==> config.mk <==
export PLATFORM = sky130hd
export DESIGN_NAME = indexed_list_store_unit_flat
export DESIGN_NICKNAME = d
export VERILOG_FILES = /design/src/rtl/core/ils_pkg.sv /design/src/rtl/core/ils_if.sv /design/src/rtl/core/ils_ram.sv /design/src/rtl/core/ils_ctrl.sv /design/src/rtl/core/ils_datapath.sv /design/src/rtl/core/indexed_list_store_unit.sv /design/src/flat_wrapper.sv
export SDC_FILE = /design/constraint.sdc
export NUM_CORES = 2
export LEC_CHECK = 0
export ABC_AREA = 1
export BUFFER_PORTS_ARGS = -buffer_cell sky130_fd_sc_hd__buf_2
export CORE_ASPECT_RATIO = 1.1
export CORE_MARGIN = 8
export CORE_UTILIZATION = 60
export CTS_CLUSTER_DIAMETER = 200
export CTS_CLUSTER_SIZE = 16
export DETAILED_ROUTE_END_ITERATION = 7
export PLACE_DENSITY = 0.76
export SETUP_SLACK_MARGIN = 0.05
export SLEW_MARGIN = 20
export SYNTH_ARGS = -nofsm -noshare
export SYNTH_HDL_FRONTEND = slang
export SYNTH_HIERARCHICAL = 1
export SYNTH_SLANG_ARGS = --single-unit
==> constraint.sdc <==
create_clock -name clk -period 7.7 [get_ports clk]
set_input_delay 1.155 -clock clk [delete_from_list [all_inputs] [get_ports clk]]
set_output_delay 1.155 -clock clk [all_outputs]
set_load 0.01 [all_outputs]
==> src/rtl/core/ils_pkg.sv <==
// shared types and constants of the indexed list store
package ils_pkg;

  localparam int CAPACITY_DEF    = 64;
  localparam int ENTRY_WIDTH_DEF = 32;

  localparam int CMD_W    = 3;
  localparam int POS_W    = 7;
  localparam int ELEM_W   = 32;
  localparam int STATUS_W = 2;
  localparam int COUNT_W  = 7;

  typedef enum logic [CMD_W-1:0] {
    CMD_PUSH_BACK  = 3'd0,
    CMD_PUSH_FRONT = 3'd1,
    CMD_POP_BACK   = 3'd2,
    CMD_POP_FRONT  = 3'd3,
    CMD_INSERT_AT  = 3'd4,
    CMD_EXTRACT_AT = 3'd5,
    CMD_READ_NTH   = 3'd6
  } cmd_t;

  typedef enum logic [STATUS_W-1:0] {
    ST_OK    = 2'd0,
    ST_RANGE = 2'd1,
    ST_FULL  = 2'd2
  } status_t;

  typedef enum logic [1:0] {
    K_ERR     = 2'd0,
    K_INSERT  = 2'd1,
    K_EXTRACT = 2'd2,
    K_READ    = 2'd3
  } req_kind_t;

  typedef enum logic [1:0] {
    RD_REQ  = 2'd0,
    RD_NEXT = 2'd1,
    RD_PREV = 2'd2,
    RD_LAST = 2'd3
  } rd_src_t;

  typedef enum logic [1:0] {
    WR_PLACE = 2'd0,
    WR_DOWN  = 2'd1,
    WR_UP    = 2'd2
  } wr_src_t;

  typedef struct packed {
    logic    accept;
    logic    rd_en;
    rd_src_t rd_src;
    logic    wr_en;
    wr_src_t wr_src;
    logic    cap;
    logic    cnt_inc;
    logic    cnt_dec;
    logic    emit;
  } dp_cmd_t;

  typedef struct packed {
    req_kind_t kind;
    logic      at_end;
    logic      more_down;
    logic      more_up;
    logic      slot_free;
  } dp_stat_t;

endpackage

==> src/rtl/core/ils_if.sv <==
// request and response channel interfaces of the indexed list store
interface ils_req_if;
  logic                       valid;
  logic                       ready;
  logic [ils_pkg::CMD_W-1:0]  cmd;
  logic [ils_pkg::POS_W-1:0]  position;
  logic [ils_pkg::ELEM_W-1:0] element_in;

  modport source (output valid, output cmd, output position, output element_in, input ready);
  modport sink (input valid, input cmd, input position, input element_in, output ready);
endinterface

interface ils_rsp_if;
  logic                         valid;
  logic                         ready;
  logic [ils_pkg::ELEM_W-1:0]   element_out;
  logic [ils_pkg::STATUS_W-1:0] status;
  logic                         nonempty_after;
  logic [ils_pkg::COUNT_W-1:0]  entry_count;

  modport source (output valid, output element_out, output status, output nonempty_after,
                  output entry_count, input ready);
  modport sink (input valid, input element_out, input status, input nonempty_after,
                input entry_count, output ready);
endinterface

==> src/rtl/core/ils_ram.sv <==
// generic simple dual-port ram with registered read
module ils_ram #(
  parameter int WIDTH = 32,
  parameter int DEPTH = 64
) (
  input  logic                     clk,
  input  logic                     we,
  input  logic [$clog2(DEPTH)-1:0] waddr,
  input  logic [WIDTH-1:0]         wdata,
  input  logic                     re,
  input  logic [$clog2(DEPTH)-1:0] raddr,
  output logic [WIDTH-1:0]         rdata
);

  logic [WIDTH-1:0] mem [DEPTH];

  always_ff @(posedge clk) begin
    if (we) begin
      mem[waddr] <= wdata;
    end
    if (re) begin
      rdata <= mem[raddr];
    end
  end

endmodule

==> src/rtl/core/ils_ctrl.sv <==
// sequencing state machine of the indexed list store
module ils_ctrl (
  input  logic              clk,
  input  logic              rst,
  input  logic              in_valid,
  output logic              in_ready,
  input  ils_pkg::dp_stat_t stat,
  output ils_pkg::dp_cmd_t  ctl
);

  typedef enum logic [6:0] {
    S_IDLE  = 7'b0000001,
    S_RCAP  = 7'b0000010,
    S_XCAP  = 7'b0000100,
    S_DOWN  = 7'b0001000,
    S_UP    = 7'b0010000,
    S_PLACE = 7'b0100000,
    S_DONE  = 7'b1000000
  } state_t;

  state_t state;
  state_t state_next;

  assign in_ready = (state == S_IDLE) && !rst;

  always_ff @(posedge clk) begin
    if (rst) begin
      state <= S_IDLE;
    end else begin
      state <= state_next;
    end
  end

  always_comb begin
    state_next  = state;
    ctl         = '0;
    ctl.rd_src  = ils_pkg::RD_REQ;
    ctl.wr_src  = ils_pkg::WR_PLACE;
    case (state)
      S_IDLE: begin
        if (in_valid) begin
          ctl.accept = 1'b1;
          case (stat.kind)
            ils_pkg::K_READ: begin
              ctl.rd_en  = 1'b1;
              state_next = S_RCAP;
            end
            ils_pkg::K_EXTRACT: begin
              ctl.rd_en  = 1'b1;
              state_next = S_XCAP;
            end
            ils_pkg::K_INSERT: begin
              if (stat.at_end) begin
                state_next = S_PLACE;
              end else begin
                ctl.rd_en  = 1'b1;
                ctl.rd_src = ils_pkg::RD_LAST;
                state_next = S_UP;
              end
            end
            default: begin
              state_next = S_DONE;
            end
          endcase
        end
      end
      S_RCAP: begin
        ctl.cap    = 1'b1;
        state_next = S_DONE;
      end
      S_XCAP: begin
        ctl.cap = 1'b1;
        if (stat.more_down) begin
          ctl.rd_en  = 1'b1;
          ctl.rd_src = ils_pkg::RD_NEXT;
          state_next = S_DOWN;
        end else begin
          ctl.cnt_dec = 1'b1;
          state_next  = S_DONE;
        end
      end
      S_DOWN: begin
        ctl.wr_en  = 1'b1;
        ctl.wr_src = ils_pkg::WR_DOWN;
        if (stat.more_down) begin
          ctl.rd_en  = 1'b1;
          ctl.rd_src = ils_pkg::RD_NEXT;
        end else begin
          ctl.cnt_dec = 1'b1;
          state_next  = S_DONE;
        end
      end
      S_UP: begin
        ctl.wr_en  = 1'b1;
        ctl.wr_src = ils_pkg::WR_UP;
        if (stat.more_up) begin
          ctl.rd_en  = 1'b1;
          ctl.rd_src = ils_pkg::RD_PREV;
        end else begin
          state_next = S_PLACE;
        end
      end
      S_PLACE: begin
        ctl.wr_en   = 1'b1;
        ctl.wr_src  = ils_pkg::WR_PLACE;
        ctl.cnt_inc = 1'b1;
        state_next  = S_DONE;
      end
      S_DONE: begin
        if (stat.slot_free) begin
          ctl.emit   = 1'b1;
          state_next = S_IDLE;
        end
      end
      default: begin
        state_next = S_IDLE;
      end
    endcase
  end

endmodule

==> src/rtl/core/ils_datapath.sv <==
// request decode, entry store, shift pointers and response register
module ils_datapath #(
  parameter int CAPACITY    = ils_pkg::CAPACITY_DEF,
  parameter int ENTRY_WIDTH = ils_pkg::ENTRY_WIDTH_DEF
) (
  input  logic                           clk,
  input  logic                           rst,
  input  logic [ils_pkg::CMD_W-1:0]      cmd,
  input  logic [ils_pkg::POS_W-1:0]      position,
  input  logic [ils_pkg::ELEM_W-1:0]     element_in,
  input  ils_pkg::dp_cmd_t               ctl,
  output ils_pkg::dp_stat_t              stat,
  input  logic                           out_ready,
  output logic                           out_valid,
  output logic [ils_pkg::ELEM_W-1:0]     element_out,
  output logic [ils_pkg::STATUS_W-1:0]   status,
  output logic                           nonempty_after,
  output logic [ils_pkg::COUNT_W-1:0]    entry_count
);

  localparam int AW   = $clog2(CAPACITY);
  localparam int CW   = $clog2(CAPACITY + 1);
  localparam int CMPW = (CW > ils_pkg::POS_W) ? CW : ils_pkg::POS_W;

  logic [CW-1:0]          count;
  logic [AW-1:0]          rptr;
  logic [AW-1:0]          tgt;
  logic [ENTRY_WIDTH-1:0] elem;
  logic [ENTRY_WIDTH-1:0] res_elem;
  ils_pkg::status_t       res_status;

  logic [CMPW-1:0]        pos_x;
  logic [CMPW-1:0]        cnt_x;
  logic                   full;
  logic                   empty;
  ils_pkg::status_t       req_status;
  ils_pkg::req_kind_t     req_kind;
  logic [AW-1:0]          req_addr;

  logic [ENTRY_WIDTH+ils_pkg::ELEM_W-1:0] in_ext;
  logic [ENTRY_WIDTH+ils_pkg::ELEM_W-1:0] out_ext;
  logic [ENTRY_WIDTH-1:0] in_entry;

  logic [AW-1:0]          rd_addr;
  logic [AW-1:0]          wr_addr;
  logic [ENTRY_WIDTH-1:0] wr_data;
  logic [ENTRY_WIDTH-1:0] rd_data;

  assign full     = (count == CW'(CAPACITY));
  assign empty    = (count == '0);
  assign pos_x    = CMPW'(position);
  assign cnt_x    = CMPW'(count);
  assign in_ext   = {{ENTRY_WIDTH{1'b0}}, element_in};
  assign in_entry = in_ext[ENTRY_WIDTH-1:0];
  assign out_ext  = {{ils_pkg::ELEM_W{1'b0}}, res_elem};

  always_comb begin
    req_status = ils_pkg::ST_OK;
    req_kind   = ils_pkg::K_ERR;
    req_addr   = AW'(position);
    case (ils_pkg::cmd_t'(cmd))
      ils_pkg::CMD_PUSH_BACK, ils_pkg::CMD_PUSH_FRONT: begin
        req_addr = (ils_pkg::cmd_t'(cmd) == ils_pkg::CMD_PUSH_BACK) ? AW'(count) : '0;
        if (full) begin
          req_status = ils_pkg::ST_FULL;
        end else begin
          req_kind = ils_pkg::K_INSERT;
        end
      end
      ils_pkg::CMD_POP_BACK, ils_pkg::CMD_POP_FRONT: begin
        req_addr = (ils_pkg::cmd_t'(cmd) == ils_pkg::CMD_POP_BACK) ?
                   AW'(count - CW'(1)) : '0;
        if (empty) begin
          req_status = ils_pkg::ST_RANGE;
        end else begin
          req_kind = ils_pkg::K_EXTRACT;
        end
      end
      ils_pkg::CMD_INSERT_AT: begin
        if (pos_x > cnt_x) begin
          req_status = ils_pkg::ST_RANGE;
        end else if (full) begin
          req_status = ils_pkg::ST_FULL;
        end else begin
          req_kind = ils_pkg::K_INSERT;
        end
      end
      ils_pkg::CMD_EXTRACT_AT: begin
        if (pos_x >= cnt_x) begin
          req_status = ils_pkg::ST_RANGE;
        end else begin
          req_kind = ils_pkg::K_EXTRACT;
        end
      end
      ils_pkg::CMD_READ_NTH: begin
        if (pos_x >= cnt_x) begin
          req_status = ils_pkg::ST_RANGE;
        end else begin
          req_kind = ils_pkg::K_READ;
        end
      end
      default: begin
        req_status = ils_pkg::ST_RANGE;
      end
    endcase
  end

  always_comb begin
    stat.kind      = req_kind;
    stat.at_end    = (CMPW'(req_addr) == cnt_x);
    stat.more_down = ((CW'(rptr) + CW'(1)) < count);
    stat.more_up   = (rptr > tgt);
    stat.slot_free = !out_valid || out_ready;
  end

  always_comb begin
    case (ctl.rd_src)
      ils_pkg::RD_REQ:  rd_addr = req_addr;
      ils_pkg::RD_NEXT: rd_addr = rptr + AW'(1);
      ils_pkg::RD_PREV: rd_addr = rptr - AW'(1);
      ils_pkg::RD_LAST: rd_addr = AW'(count - CW'(1));
      default:          rd_addr = req_addr;
    endcase
  end

  always_comb begin
    case (ctl.wr_src)
      ils_pkg::WR_DOWN: begin
        wr_addr = rptr - AW'(1);
        wr_data = rd_data;
      end
      ils_pkg::WR_UP: begin
        wr_addr = rptr + AW'(1);
        wr_data = rd_data;
      end
      default: begin
        wr_addr = tgt;
        wr_data = elem;
      end
    endcase
  end

  ils_ram #(
    .WIDTH (ENTRY_WIDTH),
    .DEPTH (CAPACITY)
  ) u_ram (
    .clk   (clk),
    .we    (ctl.wr_en),
    .waddr (wr_addr),
    .wdata (wr_data),
    .re    (ctl.rd_en),
    .raddr (rd_addr),
    .rdata (rd_data)
  );

  always_ff @(posedge clk) begin
    if (rst) begin
      count     <= '0;
      out_valid <= 1'b0;
    end else begin
      if (ctl.cnt_inc) begin
        count <= count + CW'(1);
      end else if (ctl.cnt_dec) begin
        count <= count - CW'(1);
      end
      if (ctl.emit) begin
        out_valid <= 1'b1;
      end else if (out_ready) begin
        out_valid <= 1'b0;
      end
    end
  end

  always_ff @(posedge clk) begin
    if (ctl.accept) begin
      tgt        <= req_addr;
      elem       <= in_entry;
      res_status <= req_status;
      res_elem   <= '0;
    end
    if (ctl.rd_en) begin
      rptr <= rd_addr;
    end
    if (ctl.cap) begin
      res_elem <= rd_data;
    end
    if (ctl.emit) begin
      element_out    <= out_ext[ils_pkg::ELEM_W-1:0];
      status         <= res_status;
      nonempty_after <= (count != '0);
      entry_count    <= ils_pkg::COUNT_W'(count);
    end
  end

endmodule

==> src/rtl/core/indexed_list_store_unit.sv <==
// top level of the indexed list store: controller, datapath and entry ram
// steps: a rejected request goes straight to the result; read_nth reads the entry;
// insert at p shifts entries p to last up, then writes the new one; removal at p
// reads the entry, then shifts the ones above it down, each through the single ram
// read and write port; the next request is taken after the result is loaded
// reset: synchronous; empties the list and the response register, ram not cleared
module indexed_list_store_unit #(
  parameter int CAPACITY    = ils_pkg::CAPACITY_DEF,
  parameter int ENTRY_WIDTH = ils_pkg::ENTRY_WIDTH_DEF
) (
  input logic       clk,
  input logic       rst,
  ils_req_if.sink   req,
  ils_rsp_if.source rsp
);

  ils_pkg::dp_cmd_t  ctl;
  ils_pkg::dp_stat_t stat;
  logic              in_ready;

  assign req.ready = in_ready;

  ils_ctrl u_ctrl (
    .clk      (clk),
    .rst      (rst),
    .in_valid (req.valid),
    .in_ready (in_ready),
    .stat     (stat),
    .ctl      (ctl)
  );

  ils_datapath #(
    .CAPACITY    (CAPACITY),
    .ENTRY_WIDTH (ENTRY_WIDTH)
  ) u_datapath (
    .clk            (clk),
    .rst            (rst),
    .cmd            (req.cmd),
    .position       (req.position),
    .element_in     (req.element_in),
    .ctl            (ctl),
    .stat           (stat),
    .out_ready      (rsp.ready),
    .out_valid      (rsp.valid),
    .element_out    (rsp.element_out),
    .status         (rsp.status),
    .nonempty_after (rsp.nonempty_after),
    .entry_count    (rsp.entry_count)
  );

endmodule

==> src/flat_wrapper.sv <==
// flat-port wrapper written by rule: the top's interface ports become plain ports
module indexed_list_store_unit_flat 
#(
  parameter int CAPACITY    = ils_pkg::CAPACITY_DEF,
  parameter int ENTRY_WIDTH = ils_pkg::ENTRY_WIDTH_DEF
)
  (clk, rst, req_valid, req_cmd, req_position, req_element_in, req_ready, rsp_valid, rsp_element_out, rsp_status, rsp_nonempty_after, rsp_entry_count, rsp_ready);
  ils_req_if req_i ();
  ils_rsp_if rsp_i ();
  input logic clk;
  input logic rst;
  input wire logic [$bits(req_i.valid)-1:0] req_valid;
  input wire logic [$bits(req_i.cmd)-1:0] req_cmd;
  input wire logic [$bits(req_i.position)-1:0] req_position;
  input wire logic [$bits(req_i.element_in)-1:0] req_element_in;
  output wire logic [$bits(req_i.ready)-1:0] req_ready;
  output wire logic [$bits(rsp_i.valid)-1:0] rsp_valid;
  output wire logic [$bits(rsp_i.element_out)-1:0] rsp_element_out;
  output wire logic [$bits(rsp_i.status)-1:0] rsp_status;
  output wire logic [$bits(rsp_i.nonempty_after)-1:0] rsp_nonempty_after;
  output wire logic [$bits(rsp_i.entry_count)-1:0] rsp_entry_count;
  input wire logic [$bits(rsp_i.ready)-1:0] rsp_ready;
  assign req_i.valid = req_valid;
  assign req_i.cmd = req_cmd;
  assign req_i.position = req_position;
  assign req_i.element_in = req_element_in;
  assign req_ready = req_i.ready;
  assign rsp_valid = rsp_i.valid;
  assign rsp_element_out = rsp_i.element_out;
  assign rsp_status = rsp_i.status;
  assign rsp_nonempty_after = rsp_i.nonempty_after;
  assign rsp_entry_count = rsp_i.entry_count;
  assign rsp_i.ready = rsp_ready;
  indexed_list_store_unit #(.CAPACITY(CAPACITY), .ENTRY_WIDTH(ENTRY_WIDTH)) u_core (.clk(clk), .rst(rst), .req(req_i), .rsp(rsp_i));
endmodule
### After elaboration in Yosys (flattened, before gate mapping)

Memories as Yosys holds them, arrays and structs flattened. A register that Yosys moved wholly into a read port is not among the register bits.
Cells that the tools add are included.

* output and inout bits: 44
* memories: 1
* logic and storage cells: 117
* register bits after elaboration: 135
* input bits: 46
* memory bits (writable): 2048

Memory list
* u_core.u_datapath.u_ram.mem: words 64, width 32, read ports 1, clocked after memory_dff 1, write ports 1, RTL line ils_ram.sv:15 `logic [WIDTH-1:0] mem [DEPTH];`

* equal/unequal tests: 27
* order comparisons: 4
* add/sub/neg operators: 5
* reductions and logical operators: 20
* muxes and demuxes: 48

Operator list (number)
* $mux W32: 3
* $mux W7: 7
* $pmux W7 S6: 1
* $pmux W6 S2: 2
* $pmux W6 S4: 1
* $pmux W7 S3: 1
* $mux W6: 3
* $pmux W3 S3: 2
* $reduce_or A2 Y1: 8
* $eq A7 B7 Y1 const B: 2
* $mux W1: 14
* $mux W2: 7
* $eq A2 B2 Y1 const B: 5
* $pmux W2 S5: 1
* $eq A3 B3 Y1 const B: 3
* $mux W3: 3
* $pmux W2 S4: 1
* $add A6 B1 Y7 const B: 1
* $add A7 B1 Y7 const B: 1
* $eq A6 B7 Y1: 1
* $eq A7 B1 Y1 const B: 1
* $eq A7 B2 Y1 const B: 1
* $eq A7 B3 Y1 const B: 1
* $eq A7 B4 Y1 const B: 1
* 25 further kinds: 33

### Logic depth before layout (Yosys ltp)

* depth after elaboration: 11
* depth in mapped cells: 34
* depth with buffers taken out: 29

### Cells and area by module

Netlist, hierarchy kept.

By module, submodules not included
* ils_ram: cells an instance 6769, times used 1, area each 83058.4 µm², seq. area each 62459.9 µm²
* ils_datapath: cells an instance 600, times used 1, area each 6069.6 µm², seq. area each 3763.6 µm²
* ils_ctrl: cells an instance 96, times used 1, area each 553.0 µm², seq. area each 140.1 µm²

### Worst setup path after synthesis

Ideal clock, no wire load.

* path type: reg-to-reg
* start: reg u_core.u_ctrl.state[4]
* end: mem u_core.u_datapath.u_ram.mem[48][0] (enable)
* period minus slack after synthesis: 5959 ps
* stages on the path, launching flop included: 14
* data required time: 7197 ps
* setup slack: 1741 ps
* library setup time: 503 ps
* buffers on the path: 2
* arrival: 5457 ps
* cells stage by stage: dfxtp_1 inv_2 nand2_4 nor2_4 nand2_2 inv_1 inv_1 ha_1 clkbuf_1 clkinv_1 clkbuf_1 o21ai_0 nand4_1 nor4_1

RTL lines
* from (decl): RTL line ils_ctrl.sv:21 `state_t state;`
* from (signal assigned): RTL line ils_ctrl.sv:30 `state <= state_next;`
* to (decl): RTL line ils_ram.sv:15

==> results by group <==
Status
  – Status: finished clean

Synth
  – Ys Warns: 6
  – Dominant cell type by area after synthesis: edfxtp_1
  – Synth Instances: 7465
  – Async set or reset register ratio after synthesis: 0%
  – Count of unique library cells instantiated by Yosys: between 40 and 50
  – Synthesized area: approximately 90000 µm²
  – Cell with the most instances after synthesis: nand2_1
  – Yosys reg bits: 2215
  – Top flip-flop cell by instance count after synthesis: edfxtp_1
  – Mean area per synthesized cell: 12.0 µm²
  – Number of nets in the synthesized netlist: 7537
  – Sequential area share after synthesis: 74.0%
  – Post-synth EDFFs: 2200
  – Top cells by area, synth: edfxtp_1 (74%), nand3_1 (11%), nand2_1 (10%)
  – Ranking of synthesized cells by instance count: nand2_1 (2475), edfxtp_1 (2200), nand3_1 (1942)
  – Area share of the largest cell type after synthesis: 73.7%

Clocking
  – Number of buffers added by the clock tree synthesis step: 156
  – Post-CTS setup buffers: 0
  – Maximum buffer depth of the clock tree: 3
  – Clock insertion delay at the later pin of the skew report: 0.82 ns
  – Number of clock sinks seen by CTS: 2215
  – Clock transition at the register clock pins on the worst setup and hold paths after CTS: 0.07 ns
  – Root Buffer Master: clkbuf_16
  – CTS tree: yes
  – Htree depth: 4
  – Cells resized by post-CTS repair: 0
  – Quantity of hold-fixing buffers added after cts: 0

Critical path
  – Data required time of the critical path: 8.37 ns
  – Minimum setup slack among reg-to-reg paths: 1.39 ns
  – Crit path arrival time: 6.98 ns
  – Stage delay of the slowest cell on the critical path: 0.69 ns
  – Number of buffers and inverters on the critical path: 4
  – Critical R2R Capture: u_core/u_datapath/u_ram/rdata[2]
  – Slowest stage cell on the critical path: dfxtp_1
  – Worst Reg2Reg Path Length in Cells: 25
  – Crit Path Class: reg2reg
  – Max Fanout on Critical Path: 160
  – Most frequent cell on the critical path: nand2_1
  – Worst setup EP type: flop
  – Start of the worst register-to-register path: u_core/u_datapath/cnt_x[0]
  – Critical Path Source Type: flop
  – Kind of cell adding the most delay to the critical path: simple AND/OR/NAND/NOR gates

Timing
  – RSZ-0062 raised after global routing: false
  – Max_slew headroom: 21.7%
  – Actual transition at the worst max-transition pin: 1.16 ns
  – Post-route fraction of the period consumed by the critical path: roughly 82%
  – Clock tree skew after final layout: approximately 0.026 ns
  – Max Clk Rate: 0.159 GHz
  – Max Slew Vio Count: 0
  – Shortest period the worst path allows: 6.31 ns
  – Final setup TNS: 0 ns
  – Final hold violations: 0
  – Final worst hold slack: 0.420 ns
  – Setup violations, final: 0

GRT
  – Vias in the first global route: roughly 58000
  – First-pass GRT wire length: 368 mm
  – Aggregate global-route resource usage: between 30% and 40%
  – Number of antenna violations at the first check in global routing: 11
  – Leftover overflow at the end of global routing: 0
  – Largest net degree at the start of global routing: 161

Power and ir drop
  – Peak supply drop: about 0.24 mV
  – Overall power of the completed layout: approximately 27 mW
  – Power per unit of standard cell area: 273 nW/µm²
  – Leakage power: 34.3 nW

Place
  – Global placement routability congestion: 0.904
  – Half-perimeter wire length after detailed placement: 139 mm
  – I/O Buffers: 89

Floorplanning
  – Vertical die dimension: 421 µm
  – Core region area: 149000 µm²
  – Io pins: 90
  – Standard-cell row count: 149
  – Starting density of the core: between 60% and 70%
  – Die extent in x: 385 µm
  – Overall die area: 162000 µm²

Min path
  – Start point of the worst min-delay path: u_core/u_datapath/res_elem[30]
  – Hold Path Sink: u_core/u_datapath/element_out[30]
  – Worst Hold Depth: 0
  – Worst hold-check path type: reg2reg

Drt
  – Average via count per standard cell: 6.41
  – Average wire per cell in the routed design: 26.8 µm
  – DRT antenna net count: 0
  – DR DRC count: 0
  – Detailed-route via count: approximately 60000
  – Total wirelength of the detailed-routed design: 252 mm
  – Number of detailed-routing iterations run before antenna repair: 8
  – Number of design-rule violations left by the first detailed-router iteration: 9819

Cells and area
  – Layout net count: 7496
  – Share of post-route cells with drive strength above 1: under 10%
  – Synthesis-to-finish area growth: 8.12%
  – Final Util: about two thirds

Run
  – # Max-Cap Violations: 0
cells in the final DEF, fill, tap and decap left out, types with 10 or more instances in the layout:
cell type / count
edfxtp_1: 2200
nand4_1: 18
nor2_1: 31
inv_1: 102
clkbuf_16: 158
buf_2: 89
dfxtp_1: 15
nand2_1: 2441
nor2_4: 62
clkbuf_1: 13
ha_1: 26
nand2_2: 39
a21oi_1: 20
nor3_1: 10
nand3_1: 1941
buf_4: 137
buf_12: 38
o21ai_0: 20
where the power goes:
part / leakage (nW) / switching (mW) / internal [mW] / total [mW]
Sequential: 19.9 / 0.0826 / 13.7 / 13.8
Combinational: 12.3 / 3.97 / 1.23 / 5.20
Clock: 2.05 / 3.86 / 3.69 / 7.56
Total: 34.3 / 7.91 / 18.6 / 26.5
metrics by stage:
step                      instances  cell area, µm²  setup slack (ns)
after global routing           9414           97000             0.947
final                          9419           97000              1.39
after floorplan                7465           89700              1.74
after CTS                      9414           96900              1.41
after global placement         9222           92600              1.23
after detailed placement       9229           92800              1.29
sequential cells by signal (all words and copies together) (netlist names):
register / count
u_core/u_datapath/u_ram/mem: 2048
u_core/u_datapath/elem: 32
u_core/u_datapath/element_out: 32
u_core/u_datapath/res_elem: 32
u_core/u_datapath/u_ram/rdata: 32
u_core/u_ctrl/state: 7
u_core/u_datapath/cnt_x: 7
u_core/u_datapath/entry_count: 7
u_core/u_datapath/rptr: 6
u_core/u_datapath/tgt: 6
u_core/u_datapath/res_status: 2
u_core/u_datapath/status: 2
u_core/u_datapath/nonempty_after: 1
u_core/u_datapath/out_valid: 1
metal layers:
metal / global-route usage, % / part of all wire, %
met1: 40.9 / 34
met2: 46.5 / 45
met3: 7.50 / 14
met4: 16.0 / 6.0
met5: 0 / 0.0091
worst max-delay path by stage:
stage                                         endpoint                        from  depth (start not counted)  slack, ns
floorplan           u_core/u_datapath/u_ram/mem[48][0]      u_core/u_ctrl/state[4]                         13       1.74
global placement      u_core/u_datapath/u_ram/rdata[8]             req_position[2]                         29       1.23
detailed placement    u_core/u_datapath/u_ram/rdata[8]             req_position[2]                         26       1.29
CTS                 u_core/u_datapath/u_ram/mem[45][2]      u_core/u_ctrl/state[4]                         14       1.41
global route          u_core/u_datapath/u_ram/rdata[5]  u_core/u_datapath/cnt_x[0]                         25       0.95
finish                u_core/u_datapath/u_ram/rdata[2]  u_core/u_datapath/cnt_x[0]                         25       1.39
final cells by class:
class,count,area [µm²]
Inverter,116,474
Multi-Input combinational cell,4669,21200
Timing Repair Buffer,266,2280
Clock buffer,171,4000
Fill cell,10528,52200
Clock inverter,14,191
Antenna cell,5,12.5
Tap cell,1963,2460
Sequential cell,2215,66400
kinds of logic after synthesis:
kind of cell               share of synthesized area [%]
and+or+nand+nor                                     22.0
DFF                                                 74.0
buffers and inverters                               3.08
AOI/OAI and AO/OA                                  0.435
adders and majority gates                          0.363
xor gates and xnor gates                          0.0879
(Power assumes the default switching activity.)
